`src/hdl/fwrt_pkg.sv`:
```
// ----------------------------------------------------------------------------
// Firewall rule table package
// Shared types, codes and defaults for the first-match rule table.
// ----------------------------------------------------------------------------
`default_nettype none

package fwrt_pkg;

  // Default table depth.
  localparam int MAX_RULES_DEF = 64;

  // Operation codes carried in a command.
  typedef enum logic [1:0] {
    OP_ADD   = 2'd0,
    OP_DEL   = 2'd1,
    OP_CHECK = 2'd2,
    OP_FLUSH = 2'd3
  } op_e;

  // Result status codes.
  typedef enum logic [2:0] {
    STS_ADDED    = 3'd0,
    STS_INVALID  = 3'd1,
    STS_ACCEPTED = 3'd2,
    STS_REJECTED = 3'd3,
    STS_DELETED  = 3'd4,
    STS_NOTFOUND = 3'd5,
    STS_FLUSHED  = 3'd6,
    STS_FULL     = 3'd7
  } status_e;

  // Sequencer states.
  typedef enum logic [1:0] {
    ST_IDLE,
    ST_CMP,
    ST_PICK,
    ST_APPLY
  } state_t;

  // One command transaction.
  typedef struct packed {
    logic [1:0]  op;
    logic        is_range;
    logic [31:0] addr_low;
    logic [31:0] addr_high;
    logic [15:0] port_low;
    logic [15:0] port_high;
  } req_t;

  // One result transaction.
  typedef struct packed {
    logic [2:0] status;
    logic [5:0] match_index;
  } rsp_t;

  // One stored rule.
  typedef struct packed {
    logic        range_flag;
    logic [31:0] addr_low;
    logic [31:0] addr_high;
    logic [15:0] port_low;
    logic [15:0] port_high;
  } rule_t;

  // Per-cell write controls.
  typedef struct packed {
    logic load;   // take the new rule
    logic shift;  // take the upper neighbor's rule
  } cell_ctrl_t;

endpackage

`default_nettype wire

```
`src/hdl/fwrt_cell.sv`:
```
// ----------------------------------------------------------------------------
// Firewall rule table cell
// Holds one rule, compares it against the current command and takes a new
// rule or its upper neighbor's rule when told to.
// ----------------------------------------------------------------------------
`default_nettype none

module fwrt_cell
  import fwrt_pkg::*;
(
  input  wire logic       clk,
  input  rule_t           query,
  input  wire logic       check_mode,
  input  cell_ctrl_t      ctrl,
  input  rule_t           upper_rule,
  output rule_t           rule,
  output logic            match
);

  logic hit;
  logic same;

  // Check: exact hit for a single rule, inside both ranges for a range rule.
  always_comb begin
    if (rule.range_flag) begin
      hit = (query.addr_low >= rule.addr_low) && (query.addr_low <= rule.addr_high) &&
            (query.port_low >= rule.port_low) && (query.port_low <= rule.port_high);
    end else begin
      hit = (query.addr_low == rule.addr_low) && (query.port_low == rule.port_low);
    end
  end

  // Delete: same kind and equal fields; the upper bounds count only for ranges.
  always_comb begin
    same = (rule.range_flag == query.range_flag) &&
           (rule.addr_low == query.addr_low) && (rule.port_low == query.port_low);
    if (query.range_flag) begin
      same = same && (rule.addr_high == query.addr_high) &&
             (rule.port_high == query.port_high);
    end
  end

  // Compare result is registered every cycle.
  always_ff @(posedge clk) begin
    match <= check_mode ? hit : same;
  end

  // Rule storage: append or shift down from the neighbor.
  always_ff @(posedge clk) begin
    if (ctrl.load) begin
      rule <= query;
    end else if (ctrl.shift) begin
      rule <= upper_rule;
    end
  end

endmodule

`default_nettype wire

```
`config.mk`:
```
export PLATFORM = sky130hd
export DESIGN_NAME = fwrt_cell
export DESIGN_NICKNAME = d
export VERILOG_FILES = /design/src/hdl/fwrt_pkg.sv /design/src/hdl/fwrt_cell.sv
export SDC_FILE = /design/constraint.sdc
export NUM_CORES = 1
export LEC_CHECK = 0
export ABC_AREA = 0
export ABC_CLOCK_PERIOD_IN_PS = 3400
export BUFFER_PORTS_ARGS = -buffer_cell sky130_fd_sc_hd__buf_2
export CORE_MARGIN = 4
export CORE_UTILIZATION = 49
export DETAILED_ROUTE_END_ITERATION = 16
export PLACE_DENSITY_LB_ADDON = 0.1
export RECOVER_POWER = 50
export SYNTH_ARGS = -nofsm -noshare
export SYNTH_HDL_FRONTEND = slang
export SYNTH_SLANG_ARGS = --single-unit
```
`constraint.sdc`:
```
create_clock -name clk -period 3.4 [get_ports clk]
set_clock_uncertainty 0.2 [all_clocks]
set_input_delay 0.68 -clock clk [delete_from_list [all_inputs] [get_ports clk]]
set_output_delay 0.68 -clock clk [all_outputs]
set_load 0.05 [all_outputs]
```
# Word level (Yosys, flattened, before mapping)
# Index checks and enable logic that the tools add are counted.
dict set report classes {
  magnitude_cmp 4
  eq_ne 7
  mux 5
  n_reduce_logical 9
}
# operator n
set op_table {}
lappend op_table {{97-bit 2-to-1 mux} 2}
lappend op_table {{32-bit == test} 3}
lappend op_table {{16-bit == test} 3}
lappend op_table {{32-bit greater-or-equal comparator} 1}
lappend op_table {{32-bit less-or-equal comparator} 1}
lappend op_table {{16-bit greater-or-equal comparator} 1}
lappend op_table {{16-bit less-or-equal comparator} 1}
lappend op_table {{1-bit logical AND} 8}
lappend op_table {{1-bit 2-to-1 mux} 3}
lappend op_table {{2-bit nonzero test} 1}
lappend op_table {{1-bit == test} 1}
dict set report word_totals {
  reg_bits 98
  in_bits 198
  output_inout_bits 98
}

# Longest topological paths before layout
dict set report logic_depth {
  depth_word 7
  mapped_depth 9
}

# Worst setup path after synthesis
# No wires, ideal clock.
dict set report synth_timing {
  path_type {input -> register}
  startpoint {input port ctrl[1] (netlist bit)}
  endpoint {register rule[0] (netlist bit), enable pin}
  arrival_time_ps 2590
  required_time_ps 2786
  setup_slack_ps 196
  stages 4
  path_buffers 3
  path_cell_list {clkbuf_1 > buf_2 > buf_2 > or2_2}
}
dict set report synth_between {
  elab_chain_cells 1
}
# element line_no
set synth_rtl {}
lappend synth_rtl {{start: declaration} fwrt_cell.sv:14} ;# input cell_ctrl_t ctrl,
lappend synth_rtl {{2-bit nonzero test (no line)} -}
lappend synth_rtl {{end signal: assignment} fwrt_cell.sv:51} ;# rule <= query;
lappend synth_rtl {{end signal: assignment} fwrt_cell.sv:53} ;# rule <= upper_rule;
lappend synth_rtl {{end: declaration} fwrt_cell.sv:16} ;# output rule_t rule,
# No other way between the ends.
# A chain may end at the register's enable or synchronous reset.

# Final worst setup path
dict set report layout_timing {
  startpoint {input port query[95] (netlist bit)}
  endpoint {register match}
}
dict set report layout_between {
  elab_chain_cells 7
  elab_cells_between_ends 15
  classes_between {order compare: 2; eq/ne: 2; mux: 3; reduce/logical: 8}
}
# element line_no
set layout_rtl {}
lappend layout_rtl {{start: declaration} fwrt_cell.sv:12} ;# input rule_t query,
lappend layout_rtl {{branches (longest 6 deep; another with 32-bit greater-or-equal comparator)} -}
lappend layout_rtl {{1-bit 2-to-1 mux (*)} fwrt_cell.sv:45} ;# match <= check_mode ? hit : same;
lappend layout_rtl {{end signal: assignment} fwrt_cell.sv:45}
lappend layout_rtl {{end: declaration} fwrt_cell.sv:17} ;# output logic match
# Every way passes the cells marked *.

==> impl_metrics.prom <==
# TYPE chip_impl_metric gauge
chip_impl_info{name="run_status",value="finished clean"} 1
chip_impl_info{name="slowest_stage_cell_on_the_critical_path",value="sky130_fd_sc_hd__nor4_2"} 1
chip_impl_metric{name="finalCritPeriodShare",unit="%"} 72.8
chip_impl_metric{name="via_total_after_detailed_routing",unit=""} 5943
chip_impl_info{name="synth_flop_type",value="sky130_fd_sc_hd__edfxtp_1"} 1
chip_impl_metric{name="synth.net_count",unit=""} 905
chip_impl_metric{name="cp_slowest_stage_delay",unit="ps"} 470
chip_impl_metric{name="dp_hpwl",unit="µm"} 18700
chip_impl_metric{name="timing.critical_path.arrival",unit="ps"} 2560
chip_impl_metric{name="ant_nets",unit=""} 0
chip_impl_metric{name="std_cell_rows",unit=""} 43
chip_impl_metric{name="gr-total-overflow",unit=""} 0
chip_impl_metric{name="syn_area_per_cell",unit="µm²"} 11.5
chip_impl_info{name="unrepaired_setup_endpoints_after_global_routing",value="false"} 1
chip_impl_metric{name="clock_latency_at_the_later_pin_of_the_worst_skew_pair",unit="ps"} 350
chip_impl_metric{name="irDropWorstVdd",unit="µV"} 288
chip_impl_metric{name="data_required_time_at_the_worst_endpoint",unit="ps"} 3490
chip_impl_metric{name="postCtsHoldBufs",unit=""} 0
chip_impl_metric{name="htree_levels",unit=""} 3
chip_impl_metric{name="yosys_warnings",unit=""} 0
chip_impl_metric{name="floorplan.io_pins",unit=""} 296
chip_impl_metric{name="dp_cells",unit=""} 1079
chip_impl_metric{name="initial_core_util",unit="%"} 50.3
chip_impl_metric{name="post_route_insts_no_fill",unit=""} 1096
chip_impl_metric{name="cts_num_sinks",unit=""} 98
chip_impl_info{name="critPathLaunchType",value="input pin"} 1
chip_impl_metric{name="synth-seq-area-share",unit="%"} 41.6
chip_impl_metric{name="finalSetupViolCount",unit=""} 0
chip_impl_metric{name="tns",unit="ps"} 0
chip_impl_metric{name="max_slew_violations",unit=""} 0
chip_impl_metric{name="groute.usage.overall",unit="%"} 26.4
chip_impl_metric{name="worst_pin_slew",unit="ps"} 1490
chip_impl_metric{name="syn_area",unit="mm²"} 0.00704
chip_impl_metric{name="design_power_total",unit="µW"} 4110
chip_impl_metric{name="post-cts-setup-buffers",unit=""} 0
chip_impl_metric{name="die_x",unit="µm"} 128
chip_impl_metric{name="hold_violations",unit=""} 0
chip_impl_metric{name="period_needed",unit="ps"} 2480
chip_impl_metric{name="maximum_fanout_count_along_the_critical_path",unit=""} 3
chip_impl_metric{name="finalWeightedCongestion",unit=""} 0.947
chip_impl_metric{name="post_cts_resize_count",unit=""} 0
chip_impl_metric{name="clock_tree.buffer_depth",unit=""} 2
chip_impl_info{name="cts_root_buf",value="sky130_fd_sc_hd__clkbuf_16"} 1
chip_impl_metric{name="achievable-frequency",unit="GHz"} 0.404
chip_impl_metric{name="grt_start_max_net_pins",unit=""} 98
chip_impl_metric{name="max_cap_check_violation_count",unit=""} 0
chip_impl_metric{name="worst_setup_hold_path_clk_slew",unit="ps"} 70
chip_impl_info{name="worst-setup-path-type",value="input pin to register"} 1
chip_impl_metric{name="power_density",unit="mW/mm²"} 455
chip_impl_metric{name="synth-async-reset-ratio",unit="%"} 0
chip_impl_metric{name="synth_enable_flop_cells",unit=""} 97
chip_impl_metric{name="first_global_vias",unit=""} 6170
chip_impl_metric{name="drtPass1Iterations",unit=""} 5
chip_impl_metric{name="drc",unit=""} 0
chip_impl_metric{name="fin_nets",unit=""} 1204
chip_impl_metric{name="synth_cell_types",unit=""} 39
chip_impl_info{name="tritoncts",value="built"} 1
chip_impl_metric{name="drive_gt1_share",unit="%"} 45.5
chip_impl_metric{name="initialDrtViolationCount",unit=""} 365
chip_impl_metric{name="core-area",unit="mm²"} 0.0140
chip_impl_metric{name="leakagePower",unit="µW"} 0.00442
chip_impl_metric{name="drt_wl_total",unit="µm"} 22300
chip_impl_metric{name="post_drt_via_cell_ratio",unit=""} 5.42
chip_impl_metric{name="fp.dieArea",unit="mm²"} 0.0164
chip_impl_metric{name="port_buffers",unit=""} 295
chip_impl_metric{name="synth_seq_cells",unit=""} 98
chip_impl_metric{name="layout.filler_cells",unit=""} 1189
chip_impl_metric{name="worst_hold_slack",unit="ps"} 424
chip_impl_metric{name="synthesis.instances",unit=""} 611
chip_impl_info{name="path_cells",value="buf_2, ha_1, nand4_1, nor4_2, and2_1, a2111oi_1, a311oi_1, o2bb2ai_1"} 1
chip_impl_metric{name="flow.area_growth_from_synthesis",unit="%"} 28.0
chip_impl_metric{name="wire_per_inst",unit="µm"} 20.4
chip_impl_metric{name="slew_headroom",unit="%"} 0.550
chip_impl_info{name="worstHoldPathType",value="input pin to register"} 1
chip_impl_metric{name="antenna_found_initial",unit=""} 2
chip_impl_metric{name="grt_pass1_wl",unit="µm"} 32900
chip_impl_metric{name="cts-buffers-inserted",unit=""} 9
chip_impl_metric{name="die_h",unit="µm"} 128
chip_impl_info{name="endpoint_kind",value="register"} 1
-- cell usage after synthesis, drive strengths merged (6+ instances only) --
cell	n	area [µm²]
nor4	16	106
clkbuf	7	26.3
mux2	97	1090
a21oi	38	190
xnor2	16	140
nand2	12	45.0
edfxtp	97	2910
xor2	32	280
nand3	15	75.1
ha	96	1200
a21o	12	91.3
inv	96	360
nand4	27	169
nor2b	6	37.5
-- routing by layer --
| layer | global-route usage, % | share of wire [%] |
|---|---|---|
| met1 | 32.3 | 40 |
| met2 | 46.1 | 49 |
| met3 | 6.13 | 8.3 |
| met4 | 8.55 | 2.1 |
| met5 | 0 | 0.054 |
-- critical path: cells and delay by family --
kind                     cells  cell delay [ps]
AO/OA/AOI/OAI                3              490
buffers and inverters        1              120
AND/OR/NAND/NOR              3              900
adder cells (fa/ha/maj)      1              360
-- per-stage QoR --
stage	instance area (µm²)	utilization, %	setup WS [ps]
floorplan	7040	-	196
global placement	8750	62.5	577
detailed placement	8750	62.5	528
CTS	9040	64.6	904
global route	9020	64.5	778
finish	9020	64.5	925
-- state kept, by name (all words and copies together) (netlist names) --
register,count
match,1
rule,97
-- cell type report --
type,count,area (µm²),share of cell area [%]
tap,180,225,2.50
clock buffer,9,225,2.50
inverter,96,360,4.00
clock inverter,7,67.6,0.749
multi-input combinational,406,3700,41.1
antenna,1,2.50,0.0278
sequential,98,2930,32.5
timing repair buffer,299,1500,16.6
-- kinds of logic after synthesis --
group,synth area share [%]
adder cells (fa/ha/maj),17.1
buffers and inverters,5.77
multiplexers,15.5
flip-flops,41.6
AND/OR/NAND/NOR,7.43
AO/OA/AOI/OAI,6.63
XOR/XNOR,5.97
-- path summary, 6_finish.rpt --
path | startpoint | slack, ps | cells after the start | end
hold reg to reg | rule[96] | 570 | 3 | match
hold / removal | upper_rule[93] | 420 | 2 | rule[93]
setup / recovery | query[95] | 920 | 8 | match
setup reg to reg | rule[63] | 960 | 8 | match
-- power breakdown --
part	internal, µW	total, µW	switching [µW]
logic	484	1450	966
registers	1490	1600	109
clock network	572	1060	485
-- cells in the final DEF, fill, tap and decap left out, drive strengths merged, types with 2 or more instances in the layout --
cell       n
nor4      16
a21oi     38
clkinv     4
xnor2     16
nand4     27
nand3     15
a21o      12
edfxtp    97
nor2b      6
o21ai      5
nand2     12
a2111oi    5
mux2      97
nor2       5
inv       98
and2       2
a211oi     4
buf      295
nor3       3
xor2      32
ha        96
clkbuf    13
o211ai     3
Power figures use the tool's default switching activity.
